File: src/rtl/bmp_pkg.sv
`timescale 1ns / 1ps

package bmp_pkg;

	// field widths
	localparam int N_W   = 12;
	localparam int VAL_W = 30;

	// factorial table
	localparam int unsigned TABLE_DEPTH = 4096;
	localparam int ADDR_W = $clog2(TABLE_DEPTH);

	// modulus and fermat exponent
	localparam logic [VAL_W-1:0] PRIME      = 30'd1000000007;
	localparam logic [VAL_W-1:0] FERMAT_EXP = VAL_W'(PRIME - 30'd2);
	localparam int EXP_TOP = $clog2(int'(FERMAT_EXP) + 1) - 1;
	localparam int EBIT_W  = $clog2(EXP_TOP + 1);

	// barrett reduction for products below 2^60
	localparam logic [63:0] BARRETT_M64 = (64'd1 << 60) / 64'(PRIME);
	localparam logic [30:0] BARRETT_M   = BARRETT_M64[30:0];
	localparam logic [31:0] PRIME_X1    = 32'(PRIME);
	localparam logic [31:0] PRIME_X2    = 32'(PRIME) << 1;

	// microprogram addresses
	localparam int PC_W = 4;
	localparam logic [PC_W-1:0] PC_BUILD    = PC_W'(0);
	localparam logic [PC_W-1:0] PC_B_WRITE  = PC_W'(1);
	localparam logic [PC_W-1:0] PC_B_INC    = PC_W'(2);
	localparam logic [PC_W-1:0] PC_B_MUL    = PC_W'(3);
	localparam logic [PC_W-1:0] PC_B_DONE   = PC_W'(4);
	localparam logic [PC_W-1:0] PC_QUERY    = PC_W'(5);
	localparam logic [PC_W-1:0] PC_Q_RD_NR  = PC_W'(6);
	localparam logic [PC_W-1:0] PC_Q_DENOM  = PC_W'(7);
	localparam logic [PC_W-1:0] PC_Q_KEEP_N = PC_W'(8);
	localparam logic [PC_W-1:0] PC_Q_INIT   = PC_W'(9);
	localparam logic [PC_W-1:0] PC_Q_SQUARE = PC_W'(10);
	localparam logic [PC_W-1:0] PC_Q_TIMES  = PC_W'(11);
	localparam logic [PC_W-1:0] PC_Q_STEP   = PC_W'(12);
	localparam logic [PC_W-1:0] PC_Q_FINAL  = PC_W'(13);
	localparam logic [PC_W-1:0] PC_EMIT     = PC_W'(14);
	localparam logic [PC_W-1:0] PC_ZERO     = PC_W'(15);

	typedef enum logic [3:0] {
		OP_NOP,
		OP_SET_ONE,
		OP_WRITE,
		OP_INC,
		OP_MUL,
		OP_MOVE,
		OP_EXP_INIT,
		OP_DEC,
		OP_ZERO,
		OP_EMIT,
		OP_FINISH
	} op_t;

	typedef enum logic [2:0] {
		SRC_ACC,
		SRC_BASE,
		SRC_TMP,
		SRC_IDX,
		SRC_RD
	} src_t;

	typedef enum logic [1:0] {
		DST_ACC,
		DST_BASE,
		DST_TMP
	} dst_t;

	typedef enum logic [1:0] {
		ADDR_N,
		ADDR_R,
		ADDR_NR
	} addr_sel_t;

	typedef enum logic [2:0] {
		COND_NONE,
		COND_ALWAYS,
		COND_IDX_LAST,
		COND_EBIT_CLEAR,
		COND_EBIT_NONZERO
	} cond_t;

	// one microcode word
	typedef struct packed {
		op_t             op;
		src_t            src_a;
		src_t            src_b;
		dst_t            dst;
		logic            rd_en;
		addr_sel_t       rd_addr;
		cond_t           cond;
		logic [PC_W-1:0] target;
	} ctrl_t;

	// sequencer to datapath
	typedef struct packed {
		ctrl_t word;
		logic  active;
		logic  commit;
		logic  mul_start;
	} seq_ctrl_t;

	// datapath to sequencer
	typedef struct packed {
		logic idx_last;
		logic ebit_clear;
		logic ebit_nonzero;
		logic mul_done;
		logic out_free;
	} status_t;

	function automatic ctrl_t cw(
		input op_t             op,
		input src_t            src_a,
		input src_t            src_b,
		input dst_t            dst,
		input logic            rd_en,
		input addr_sel_t       rd_addr,
		input cond_t           cond,
		input logic [PC_W-1:0] target
	);
		ctrl_t w;
		w.op      = op;
		w.src_a   = src_a;
		w.src_b   = src_b;
		w.dst     = dst;
		w.rd_en   = rd_en;
		w.rd_addr = rd_addr;
		w.cond    = cond;
		w.target  = target;
		return w;
	endfunction

	// control store: table build, then query with one fermat inversion
	function automatic ctrl_t micro_rom(input logic [PC_W-1:0] pc);
		ctrl_t w;
		w = cw(OP_NOP, SRC_ACC, SRC_ACC, DST_ACC, 1'b0, ADDR_N, COND_NONE, PC_BUILD);
		unique case (pc)
			PC_BUILD:    w = cw(OP_SET_ONE, SRC_ACC, SRC_ACC, DST_ACC, 1'b0, ADDR_N,
				COND_NONE, PC_BUILD);
			PC_B_WRITE:  w = cw(OP_WRITE, SRC_ACC, SRC_ACC, DST_ACC, 1'b0, ADDR_N,
				COND_IDX_LAST, PC_B_DONE);
			PC_B_INC:    w = cw(OP_INC, SRC_ACC, SRC_ACC, DST_ACC, 1'b0, ADDR_N,
				COND_NONE, PC_BUILD);
			PC_B_MUL:    w = cw(OP_MUL, SRC_ACC, SRC_IDX, DST_ACC, 1'b0, ADDR_N,
				COND_ALWAYS, PC_B_WRITE);
			PC_B_DONE:   w = cw(OP_FINISH, SRC_ACC, SRC_ACC, DST_ACC, 1'b0, ADDR_N,
				COND_NONE, PC_BUILD);
			PC_QUERY:    w = cw(OP_NOP, SRC_ACC, SRC_ACC, DST_ACC, 1'b1, ADDR_R,
				COND_NONE, PC_BUILD);
			PC_Q_RD_NR:  w = cw(OP_MOVE, SRC_RD, SRC_ACC, DST_TMP, 1'b1, ADDR_NR,
				COND_NONE, PC_BUILD);
			PC_Q_DENOM:  w = cw(OP_MUL, SRC_RD, SRC_TMP, DST_BASE, 1'b1, ADDR_N,
				COND_NONE, PC_BUILD);
			PC_Q_KEEP_N: w = cw(OP_MOVE, SRC_RD, SRC_ACC, DST_TMP, 1'b0, ADDR_N,
				COND_NONE, PC_BUILD);
			PC_Q_INIT:   w = cw(OP_EXP_INIT, SRC_ACC, SRC_ACC, DST_ACC, 1'b0, ADDR_N,
				COND_NONE, PC_BUILD);
			PC_Q_SQUARE: w = cw(OP_MUL, SRC_ACC, SRC_ACC, DST_ACC, 1'b0, ADDR_N,
				COND_EBIT_CLEAR, PC_Q_STEP);
			PC_Q_TIMES:  w = cw(OP_MUL, SRC_ACC, SRC_BASE, DST_ACC, 1'b0, ADDR_N,
				COND_NONE, PC_BUILD);
			PC_Q_STEP:   w = cw(OP_DEC, SRC_ACC, SRC_ACC, DST_ACC, 1'b0, ADDR_N,
				COND_EBIT_NONZERO, PC_Q_SQUARE);
			PC_Q_FINAL:  w = cw(OP_MUL, SRC_ACC, SRC_TMP, DST_ACC, 1'b0, ADDR_N,
				COND_NONE, PC_BUILD);
			PC_EMIT:     w = cw(OP_EMIT, SRC_ACC, SRC_ACC, DST_ACC, 1'b0, ADDR_N,
				COND_NONE, PC_BUILD);
			PC_ZERO:     w = cw(OP_ZERO, SRC_ACC, SRC_ACC, DST_ACC, 1'b0, ADDR_N,
				COND_ALWAYS, PC_EMIT);
			default:     w = cw(OP_FINISH, SRC_ACC, SRC_ACC, DST_ACC, 1'b0, ADDR_N,
				COND_NONE, PC_BUILD);
		endcase
		return w;
	endfunction

endpackage

File: src/rtl/bmp_sequencer.sv
`timescale 1ns / 1ps

module bmp_sequencer (
	input  logic                    clk,
	input  logic                    arst_n,
	input  logic                    start,
	input  logic                    action,
	input  logic [bmp_pkg::N_W-1:0] n_value,
	input  logic [bmp_pkg::N_W-1:0] r_value,
	input  bmp_pkg::status_t        status,
	output bmp_pkg::seq_ctrl_t      ctl
);
	import bmp_pkg::*;

	logic            busy_q;
	logic [PC_W-1:0] pc_q;
	logic            mul_wait_q;
	ctrl_t           word;
	logic            commit;
	logic            taken;
	logic            query_zero;
	logic            mul_start;
	logic [PC_W-1:0] entry_pc;

	// fetch and step completion
	always_comb begin
		word = micro_rom(pc_q);
		unique case (word.op)
			OP_MUL:  commit = busy_q && status.mul_done;
			OP_EMIT: commit = busy_q && status.out_free;
			default: commit = busy_q;
		endcase
	end

	// jump condition
	always_comb begin
		unique case (word.cond)
			COND_ALWAYS:       taken = 1'b1;
			COND_IDX_LAST:     taken = status.idx_last;
			COND_EBIT_CLEAR:   taken = status.ebit_clear;
			COND_EBIT_NONZERO: taken = status.ebit_nonzero;
			default:           taken = 1'b0;
		endcase
	end

	// entry point: r above n or n beyond the table gives zero at once
	assign query_zero = (r_value > n_value) || (32'(n_value) >= 32'(TABLE_DEPTH));
	assign entry_pc   = !action ? PC_BUILD : (query_zero ? PC_ZERO : PC_QUERY);
	assign mul_start  = busy_q && (word.op == OP_MUL) && !mul_wait_q;

	// step counter
	always_ff @(posedge clk or negedge arst_n) begin
		if (!arst_n) begin
			busy_q     <= 1'b0;
			pc_q       <= PC_BUILD;
			mul_wait_q <= 1'b0;
		end else begin
			if (start) begin
				busy_q <= 1'b1;
				pc_q   <= entry_pc;
			end else if (commit) begin
				if (word.op == OP_FINISH || word.op == OP_EMIT) begin
					busy_q <= 1'b0;
				end else begin
					pc_q <= taken ? word.target : pc_q + PC_W'(1);
				end
			end
			if (mul_start) begin
				mul_wait_q <= 1'b1;
			end else if (status.mul_done) begin
				mul_wait_q <= 1'b0;
			end
		end
	end

	assign ctl.word      = word;
	assign ctl.active    = busy_q;
	assign ctl.commit    = commit;
	assign ctl.mul_start = mul_start;

endmodule

File: config.mk
export PLATFORM = sky130hd
export DESIGN_NAME = bmp_sequencer
export DESIGN_NICKNAME = d
export VERILOG_FILES = /design/src/rtl/bmp_pkg.sv /design/src/rtl/bmp_sequencer.sv
export SDC_FILE = /design/constraint.sdc
export NUM_CORES = 1
export LEC_CHECK = 0
export BUFFER_PORTS_ARGS = -buffer_cell sky130_fd_sc_hd__buf_2
export CELL_PAD_IN_SITES_DETAIL_PLACEMENT = 2
export CELL_PAD_IN_SITES_GLOBAL_PLACEMENT = 2
export CORE_MARGIN = 3
export CORE_UTILIZATION = 23
export CTS_CLUSTER_SIZE = 16
export DETAILED_ROUTE_END_ITERATION = 12
export GPL_ROUTABILITY_DRIVEN = 0
export PLACE_DENSITY_LB_ADDON = 0.12
export SYNTH_ARGS = -nofsm -noshare
export SYNTH_HDL_FRONTEND = slang
export SYNTH_SLANG_ARGS = --single-unit
File: constraint.sdc
create_clock -name clk -period 3.3 [get_ports clk]
set_input_delay 0.495 -clock clk [delete_from_list [all_inputs] [get_ports clk]]
set_output_delay 0.495 -clock clk [all_outputs]
set_load 0.02 [all_outputs]
Word level (Yosys, flattened, before mapping)
Memories as Yosys holds them, arrays and structs flattened.
Cells that the tools add are included.

cells by class
  add/subtract/negate cells = 1
  magnitude comparators = 1
  equal/unequal tests = 8
  multiplexer cells = 13
  reductions and logical operators = 11

operators with widths
  kind                                                                    number
  4-bit two-way mux                                                       6
  12-bit > comparator                                                     1
  4-bit equality test (second input constant)                             2
  3-bit by 2-bit equality test with 1-bit output (second input constant)  2
  2-bit nonzero test                                                      3
  1-bit two-way mux                                                       5
  4-bit by 1-bit adder with 4-bit output (second input constant)          1
  4-bit by 3-bit equality test with 1-bit output (second input constant)  1
  1-bit logical AND                                                       4
  1-bit one-hot mux with 4 select lines                                   1
  2-bit AND reduction                                                     2
  3-bit by 1-bit equality test with 1-bit output (second input constant)  1
  3-bit equality test (second input constant)                             1
  2-bit != test (second input constant)                                   1
  1-bit one-hot mux with 2 select lines                                   1
  1-bit zero test                                                         1
  1-bit logical OR                                                        1

storage, ports and cells
  register bits = 6
  ROM bits = 304
  input bits = 33
  output and inout bits = 25
  logic and storage cells = 38
  memories = 1

memory list
  name             words  bits a word  rd ports  clocked after memory_dff  write ports  RTL line        text
  (no name shown)  16     19           1         0                         0            bmp_pkg.sv:141  unique case (pc)

Longest topological paths before layout
Gate-level depths: netlist of run 1.
An unclocked memory read counts as a cell.

  depth in word-level cells = 7
  depth in mapped cells = 10
  depth with buffers taken out = 8

Least setup slack after synthesis of run 1
OpenSTA, ideal clock, no wires.

  kind = reg2out
  from = register pc_q[1]
  to = output ctl[0] (netlist bit)
  data arrival time = 2803 ps
  required time = 2805 ps
  path slack = 2 ps
  stages on the path, launching flop included = 10
  path buffers = 3
  path through = dfrtp_1 clkbuf_1 inv_1 ha_1 buf_6 or2_0 mux4_2 or4_4 nor3b_1 buf_4

RTL lines
  element                 RTL line             text
  start, declared         bmp_sequencer.sv:16  logic [PC_W-1:0] pc_q;
  start signal, assigned  bmp_sequencer.sv:60  pc_q <= entry_pc;
  start signal, assigned  bmp_sequencer.sv:65  pc_q <= taken ? word.target : pc_q + PC_W'(1);
  end, declared           bmp_sequencer.sv:11  output bmp_pkg::seq_ctrl_t ctl

==> results.py, run 1 <==
metrics = {
    "route": {
        "drtIter0Drc": 39,
        "route.detailed.drc": 0,
        "vias": 1363,
        "wire_per_inst_um": 14.67,
        "wl_mm": 4.196,
        "viasPerCell": 4.766,
        "ant_nets": 0,
        "dr.pass1.iters": 3,
    },
    "floorplan": {
        "die_w_um": 80.82,
        "die_area_mm2": 0.006532,
        "core_mm2": 0.005270,
        "start_util_pct": 24.43,
        "fp-row-count": 26,
        "die_h_um": 80.82,
        "pin_count": 58,
    },
    "clock_network": {
        "cts_tree": "built",
        "root_buffer": "clkbuf_8",
        "numClockSinks": 6,
        "path_clk_slew_ns": 0.04,
        "post_cts_buffers": 0,
        "clockBufferDepth": 2,
        "clk-insertion-delay-late_ns": 0.22,
        "cts_buffers": 3,
        "h-tree-depth": 1,
    },
    "setup_path": {
        "crit_fanout": 6,
        "worstPathRequired_ns": 2.80,
        "worst-r2r-setup-slack_ns": 0.50,
        "cp_data_arrival_time_ns": 2.68,
        "cp-start-kind": "flop",
        "timing.rr.start": "pc_q[0]",
        "crit_start": "pc_q[0]",
        "worstSetupPathType": "reg2out",
        "worstSetupEndpointType": "output port",
    },
    "placement": {
        "place_ws_ns": 0.1178,
        "dpl.hpwl_mm": 3.710,
        "placedCellCount": 283,
        "port_buffers": 54,
        "dpl-instance-area_mm2": 0.001577,
    },
    "logic_synthesis": {
        "ys.flop_type": "dfrtp_1",
        "syn_area_mm2": 0.001287,
        "synth_top_area_share_pct": 21.38,
        "synth_seq_cells": 6,
        "avgSynthCellArea_um2": 7.664,
        "synthCells": 168,
        "synth.distinct_cells": 44,
        "synth_edf_count": 0,
        "synth_area_leaders": "ha_1 (21%), dfrtp_1 (12%), inv_1 (6.1%)",
        "yosysTopAreaCell": "ha_1",
        "synthArstFlopShare_pct": 100.0,
        "ys_warn_count": 0,
        "ys_seq_area_share_pct": 11.66,
    },
    "pwr": {
        "p_sw_share_pct": 55.18,
        "ir_worst_vdd_mv": 0.2658,
        "intPower_mw": 0.6227,
        "switchingPower_mw": 0.7667,
        "pwr-share-seq_pct": 12.5,
        "clockPowerShare_pct": 8.0,
        "cellLeakagePower_nw": 0.8988,
        "power_frac_comb_pct": 79.6,
        "p_per_area_mw_per_mm2": 853.5,
        "p_total_mw": 1.389,
    },
    "timing": {
        "rsz0062_at_grt": "false",
        "maxSlewViolCount": 0,
        "fin_ws_ns": 0.1278,
        "final_hold_viol_count": 0,
        "max_freq_ghz": 0.3152,
        "finalSetupTns_ns": 0,
        "worst_clock_skew_ns": 0.0007613,
        "timing.final.crit_share_pct": 96.13,
        "finalSetupViolations": 0,
        "min_period_ns": 3.172,
        "holdWs_ns": 0.09101,
    },
    "hold_path": {
        "worstHoldPathType": "in2async",
    },
    "layout": {
        "layout.cells.non_filler": 286,
        "finalCoreUtilization_pct": 30.89,
        "layout_commonest_cell": "buf_2",
        "mostFrequentLayoutCells": "buf_2 (54), inv_1 (21), ha_1 (21)",
        "synthToLayoutAreaGrowth_pct": 26.43,
        "layout-drive-gt1-share_pct": 33.80,
        "antenna_cells": 0,
        "stdcell_area_mm2": 0.001628,
        "nets": 273,
    },
    "global_route": {
        "grt_pass1_vias": 1490,
        "overflow": 0,
        "antenna_found_initial": 0,
        "grt_max_degree": 19,
        "grt_first_pass_wirelength_mm": 7.300,
        "grtUsageTotal_pct": 13.92,
    },
    "flow_run": {
        "cap_viol_max_count": 0,
    },
    "outcome": {
        "outcome": "finished clean",
    },
}
worst max-delay path, cell delays in order, from the launching register on:
cell,delay (ns)
dfrtp_2,0.40
inv_1,0.13
ha_2,0.25
or2_0,0.21
mux4_2,0.51
or4_4,0.54
nor3b_2,0.21
buf_2,0.20
worst paths after layout:
| path | cells after the start | end |
|---|---|---|
| setup / recovery | 7 | ctl[0] |
| hold / removal | 1 | busy_q |
| setup reg to reg | 8 | pc_q[0] |
| hold reg to reg | 1 | mul_wait_q |
| max in group asynchronous | 1 | pc_q[0] |
| min in group clk | 1 | mul_wait_q |
sequential cells by signal (all words and copies together), names as in the netlist:
register,cells
pc_q,4
busy_q,1
mul_wait_q,1
power groups by stage:
stage / combinational, mW / sequential, mW / clock [mW]
after floorplan: 0.860 / 0.130 / 0
after global placement: 1.08 / 0.170 / 0
after detailed placement: 1.11 / 0.173 / 0
after CTS: 1.13 / 0.173 / 0.116
after global routing: 1.24 / 0.183 / 0.120
final: 1.11 / 0.173 / 0.111
cells by family (layout without fill, tap and decap cells):
family	count (synthesis)	in the layout	synth area share, %
xor gates and xnor gates	1	1	0.6804
other	1	3	0.2913
DFF	6	6	11.66
muxes	11	11	9.912
buffers and inverters	36	82	14.38
adders and majority gates	22	22	21.38
and+or+nand+nor	52	52	20.60
AOI/OAI and AO/OA	39	39	21.09
cell usage after synthesis (2+ instances only):
master    count
mux2_2        4
clkbuf_8      2
buf_1         2
dfrtp_1       6
nor3_1        3
o21bai_1      4
a21oi_1      11
ha_1         22
a211oi_1      3
nor2b_1       4
buf_4         6
nor3b_1       3
o21ai_0       7
inv_1        21
nor2_1       11
nand3_1       3
mux2i_1       6
clkbuf_1      4
nand2_1      17
nand4_1       3
a31oi_1       2
o211ai_1      2
cell type report:
type / instances / area [um2]
Fill cell: 663 / 3642
Multi-Input combinational cell: 128 / 967.2
Inverter: 21 / 78.83
Timing Repair Buffer: 58 / 300.3
Sequential cell: 6 / 152.6
Clock buffer: 3 / 41.29
Tap cell: 70 / 87.58
routing by layer:
layer	track usage [%]	part of all wire, %	routed length, um	vias to the layer above
li1	-	-	-	672
met1	18.25	45	1907	652
met2	24.06	49	2040	37
met3	2.661	5.6	237	2
met4	2.027	0.26	11	0
met5	0	0	0	-
repair_timing:
action,4_1_cts,5_1_grt
pin swaps,0,0
hold endpoints to repair,0,0
endpoints found under the setup margin,2,2
hold buffers,0,0
gates resized for setup,2,2
Note: power is estimated with default switching activity, not from simulation.
==> run 2, diff against run 1 <==
--- a/config.mk
+++ b/config.mk
@@ -10,6 +10,7 @@
 export CELL_PAD_IN_SITES_GLOBAL_PLACEMENT = 2
 export CORE_MARGIN = 3
 export CORE_UTILIZATION = 23
+export CTS_BUF_LIST = sky130_fd_sc_hd__clkbuf_16
 export CTS_CLUSTER_SIZE = 16
 export DETAILED_ROUTE_END_ITERATION = 12
 export GPL_ROUTABILITY_DRIVEN = 0
==> results.py, run 2 (synthesized netlist as in run 1, its figures left out) <==
metrics = {
    "outcome": {
        "outcome": "finished clean",
    },
    "route": {
        "drtIter0Drc": 38,
        "wl_met2_mm": 2.068,
        "wire_per_inst_um": 14.74,
        "top_layer_used": "met3",
        "route.met3.wl_um": 242,
        "viasPerCell": 4.752,
        "dr.pass1.iters": 3,
        "ant_nets": 0,
        "wl_mm": 4.215,
        "route.detailed.drc": 0,
        "vias": 1359,
        "wirelength_met1_mm": 1.904,
    },
    "setup_path": {
        "cp-start-kind": "flop",
        "r2r_end": "pc_q[0]",
        "critPathTopFamily": "simple AND/OR/NAND/NOR gates",
        "worstSetupEndpointType": "output port",
        "path_buf_inv": 2,
        "timing.rr.start": "pc_q[0]",
        "slowest_delay_ns": 0.54,
        "crit_fanout": 6,
        "worst-r2r-setup-slack_ns": 0.50,
        "crit_slowest_cell": "or4_4",
        "worstPathRequired_ns": 2.80,
        "cp_data_arrival_time_ns": 2.68,
        "path_cells": "inv_1 -> ha_2 -> or2_0 -> mux4_2 -> or4_4 -> nor3b_2 -> buf_2",
        "reg2reg_depth": 8,
        "worstSetupPathType": "reg2out",
    },
    "hold_path": {
        "worstHoldPathType": "in2async",
    },
    "layout": {
        "antenna_cells": 0,
        "layout_commonest_cell": "buf_2",
        "synthToLayoutAreaGrowth_pct": 29.06,
        "mostFrequentLayoutCells": "buf_2 (54), inv_1 (21), ha_1 (21)",
        "largest_register_ffs": 4,
        "reg.largest.list": "pc_q: 4 flops, busy_q: 1 flops, mul_wait_q: 1 flops",
        "finalCoreUtilization_pct": 31.53,
        "fillers": 653,
        "regMostFlops": "pc_q",
        "nets": 273,
        "layout-drive-gt1-share_pct": 33.80,
    },
    "placement": {
        "place_ws_ns": 0.1178,
        "dpl.hpwl_mm": 3.710,
        "port_buffers": 54,
    },
    "clock_network": {
        "clockBufferDepth": 2,
        "path_clk_slew_ns": 0.03,
        "post_cts_buffers": 0,
        "cts_tree": "built",
        "root_buffer": "clkbuf_16",
        "h-tree-depth": 1,
        "clk-insertion-delay-late_ns": 0.23,
        "cts_buffers": 3,
        "numClockSinks": 6,
    },
    "timing": {
        "maxSlewViolCount": 0,
        "finalSetupViolations": 0,
        "relSlewSlack_pct": 68.33,
        "max_freq_ghz": 0.3149,
        "final_hold_viol_count": 0,
        "fin_ws_ns": 0.1243,
        "min_period_ns": 3.176,
        "finalSetupTns_ns": 0,
        "tightestPinTransition_ns": 0.4618,
        "timing.final.crit_share_pct": 96.23,
        "holdWs_ns": 0.08807,
        "worst_clock_skew_ns": 0.0001748,
        "rsz0062_at_grt": "false",
    },
    "global_route": {
        "grt_first_pass_wirelength_mm": 7.238,
        "overflow": 0,
        "grt_pass1_vias": 1493,
        "grtUsageTotal_pct": 13.77,
        "antenna_found_initial": 0,
        "grt_max_degree": 19,
    },
    "floorplan": {
        "core_mm2": 0.005270,
        "fp-row-count": 26,
        "die_w_um": 80.82,
        "pin_count": 58,
        "die_area_mm2": 0.006532,
        "die_h_um": 80.82,
        "start_util_pct": 24.43,
    },
    "pwr": {
        "ir_worst_vdd_mv": 0.2657,
        "cellLeakagePower_nw": 0.9142,
        "p_total_mw": 1.475,
        "p_per_area_mw_per_mm2": 887.5,
    },
    "flow_run": {
        "cap_viol_max_count": 0,
    },
}
==> run 2: cell counts in the layout (fill, tap and decap cells not counted) <==
Identical to the previous run, type by type.
==> run 2: final cells by class <==
type | instances | area (um2) | share of cell area (%)
clock buffer | 3 | 75.07 | 4.518
multi-input combinational | 128 | 967.2 | 58.21
tap | 70 | 87.58 | 5.271
timing repair buffer | 58 | 300.3 | 18.07
inverter | 21 | 78.83 | 4.744
sequential | 6 | 152.6 | 9.187
==> run 2: how the worst max path moves through the flow <==
stage | slack, ns | endpoint | cells past startpoint | from
floorplan | 0.002 | ctl[0] | 9 | pc_q[1]
global placement | 0.26 | ctl[0] | 7 | pc_q[0]
detailed placement | 0.12 | ctl[0] | 7 | pc_q[0]
CTS | 0.02 | ctl[0] | 7 | pc_q[0]
global route | 0.006 | ctl[0] | 7 | pc_q[0]
finish | 0.12 | ctl[0] | 7 | pc_q[0]
==> run 2: per-stage QoR <==
stage	std cells	instance area, um2
global placement	283	1577
finish	286	1662
detailed placement	283	1577
CTS	286	1659
global route	286	1662
floorplan	170	1295
==> run 2: routing by layer <==
metal / up-vias / track usage, %
li1: 673 / -
met1: 648 / 17.91
met2: 38 / 24.22
met3: 0 / 2.661
met4: 0 / 1.520
met5: - / 0
==> run 2: report_power, final <==
group	switching, mW	leakage (nW)	total (mW)	internal (mW)
sequential	0.0667	0.0694	0.174	0.107
combinational	0.670	0.808	1.11	0.438
clock	0.0383	0.0370	0.194	0.155
total	0.775	0.914	1.47	0.700
==> run 2: timing repair <==
action / in CTS / in global routing
pin swaps: 0 / 0
setup endpoints to repair: 2 / 2
hold buffers: 0 / 0
gates resized for setup: 2 / 2
==> run 3, diff against run 2 <==
==> constraint.sdc (replaced) <==
create_clock -name clk -period 3.3 [get_ports clk]
set_input_delay 0 -clock clk [delete_from_list [all_inputs] [get_ports clk]]
set_output_delay 0 -clock clk [all_outputs]
set_load 0.02 [all_outputs]
==> results.py, run 3 (synthesized netlist as in run 1, its figures left out) <==
metrics = {
    "outcome": {
        "outcome": "finished clean",
    },
    "timing": {
        "tightestPinTransition_ns": 0.7644,
        "timing.final.crit_share_pct": 89.33,
        "min_period_ns": 2.948,
        "final_hold_viol_count": 0,
        "max_freq_ghz": 0.3392,
        "finalSetupTns_ns": 0,
        "finalSetupViolations": 0,
        "maxSlewViolCount": 0,
        "relSlewSlack_pct": 49.04,
        "rsz0062_at_grt": "false",
        "holdWs_ns": 0.06351,
        "worst_clock_skew_ns": 0.003092,
    },
    "setup_path": {
        "worstSetupEndpointType": "flop",
        "cp_data_arrival_time_ns": 3.04,
        "worstPathRequired_ns": 3.40,
        "crit_fanout": 9,
        "cp-start-kind": "flop",
        "worstSetupPathType": "reg2reg",
    },
    "floorplan": {
        "core_mm2": 0.005270,
        "fp-row-count": 26,
        "die_area_mm2": 0.006532,
        "die_h_um": 80.82,
        "die_w_um": 80.82,
        "start_util_pct": 24.43,
        "pin_count": 58,
    },
    "global_route": {
        "grt_pass1_vias": 1454,
        "grt_max_degree": 21,
        "antenna_found_initial": 0,
        "grt_first_pass_wirelength_mm": 6.996,
        "grtUsageTotal_pct": 13.39,
        "overflow": 0,
    },
    "clock_network": {
        "numClockSinks": 6,
        "cts_buffers": 3,
        "clockBufferDepth": 2,
        "h-tree-depth": 1,
        "path_clk_slew_ns": 0.04,
        "cts_tree": "built",
        "clk-insertion-delay-late_ns": 0.23,
        "root_buffer": "clkbuf_16",
    },
    "layout": {
        "layout_commonest_cell": "buf_2",
        "largest_register_ffs": 4,
        "mostFrequentLayoutCells": "buf_2 (54), ha_1 (22), inv_1 (21)",
        "stdcell_area_mm2": 0.001662,
        "nets": 274,
        "finalCoreUtilization_pct": 31.53,
        "antenna_cells": 0,
        "layout-drive-gt1-share_pct": 31.80,
        "synthToLayoutAreaGrowth_pct": 29.06,
        "regMostFlops": "pc_q",
        "layout.cells.non_filler": 287,
        "reg.largest.list": "pc_q: 4 flops, busy_q: 1 flops, mul_wait_q: 1 flops",
    },
    "pwr": {
        "switchingPower_mw": 0.7754,
        "power_frac_comb_pct": 73.7,
        "cellLeakagePower_nw": 0.9198,
        "intPower_mw": 0.6949,
        "clockPowerShare_pct": 13.4,
        "ir_worst_vdd_mv": 0.3190,
        "pwr-share-seq_pct": 12.9,
        "p_per_area_mw_per_mm2": 884.8,
        "p_sw_share_pct": 52.74,
    },
    "route": {
        "ant_nets": 0,
        "drtIter0Drc": 57,
        "vias": 1366,
        "route.detailed.drc": 0,
        "wl_mm": 4.206,
        "viasPerCell": 4.760,
        "wire_per_inst_um": 14.66,
        "dr.pass1.iters": 4,
    },
    "flow_run": {
        "cap_viol_max_count": 0,
    },
    "placement": {
        "placedCellCount": 283,
        "dpl-instance-area_mm2": 0.001577,
        "port_buffers": 54,
        "dpl.hpwl_mm": 3.667,
    },
    "hold_path": {
        "worstHoldPathType": "in2reg",
    },
}
run 3: cell count changes in the layout (fill, tap and decap cells not counted), sizes merged:
| cell | before | now |
|---|---|---|
| dlygate4sd3 | 0 | 1 |
run 3: final cells by class:
type	count	area, um2
sequential	6	150.1
inverter	21	78.83
fill	661	3608
tap	70	87.58
timing repair buffer	59	310.3
clock buffer	3	75.07
multi-input combinational	128	959.7
run 3: per-layer routing:
metal  track usage [%]  part of all wire, %
met2             23.23                   48
met5                 0                    0
met3             2.661                  5.8
met1             17.27                   46
met4             2.365                 0.36
run 3: path summary, 6_finish.rpt:
path | from | endpoint | slack [ns] | cells past startpoint
setup / recovery | pc_q[0] | pc_q[0] | 0.35 | 8
hold / removal | action | pc_q[2] | 0.06 | 3
setup reg to reg | pc_q[0] | pc_q[0] | 0.35 | 8
hold reg to reg | mul_wait_q | mul_wait_q | 0.50 | 1
max in group asynchronous | arst_n | pc_q[1] | 3.03 | 2
min in group asynchronous | arst_n | pc_q[3] | 0.13 | 2
run 3: timing repair:
item,CTS,global route
hold buffers,1,0
endpoints found under the hold margin,6,0
setup buffers,0,0
resized for setup,0,0
run 3: per-stage QoR:
| stage | setup slack [ns] | total power [mW] |
|---|---|---|
| after floorplan | 0.2550 | 0.9901 |
| after global placement | 0.4710 | 1.256 |
| after detailed placement | 0.3341 | 1.286 |
| after CTS | 0.3261 | 1.494 |
| after global routing | 0.1739 | 1.610 |
| final | 0.3521 | 1.470 |
run 3: power by group through the flow:
stage	clock network [mW]	registers [mW]	logic (mW)
2_1_floorplan	0	0.130	0.860
5_1_grt	0.208	0.201	1.20
4_1_cts	0.201	0.191	1.10
3_3_place_gp	0	0.188	1.07
3_5_place_dp	0	0.193	1.09
6_report	0.197	0.189	1.08
run 3: critical path, stage by stage (launching register included):
cell and delay [ns]:
dfrtp_1 0.44, inv_1 0.16, ha_1 0.31, or2_0 0.24, mux4_2 0.52, or4_4 0.53, o211ai_4 0.29, o221a_1 0.24
o211ai_1 0.08
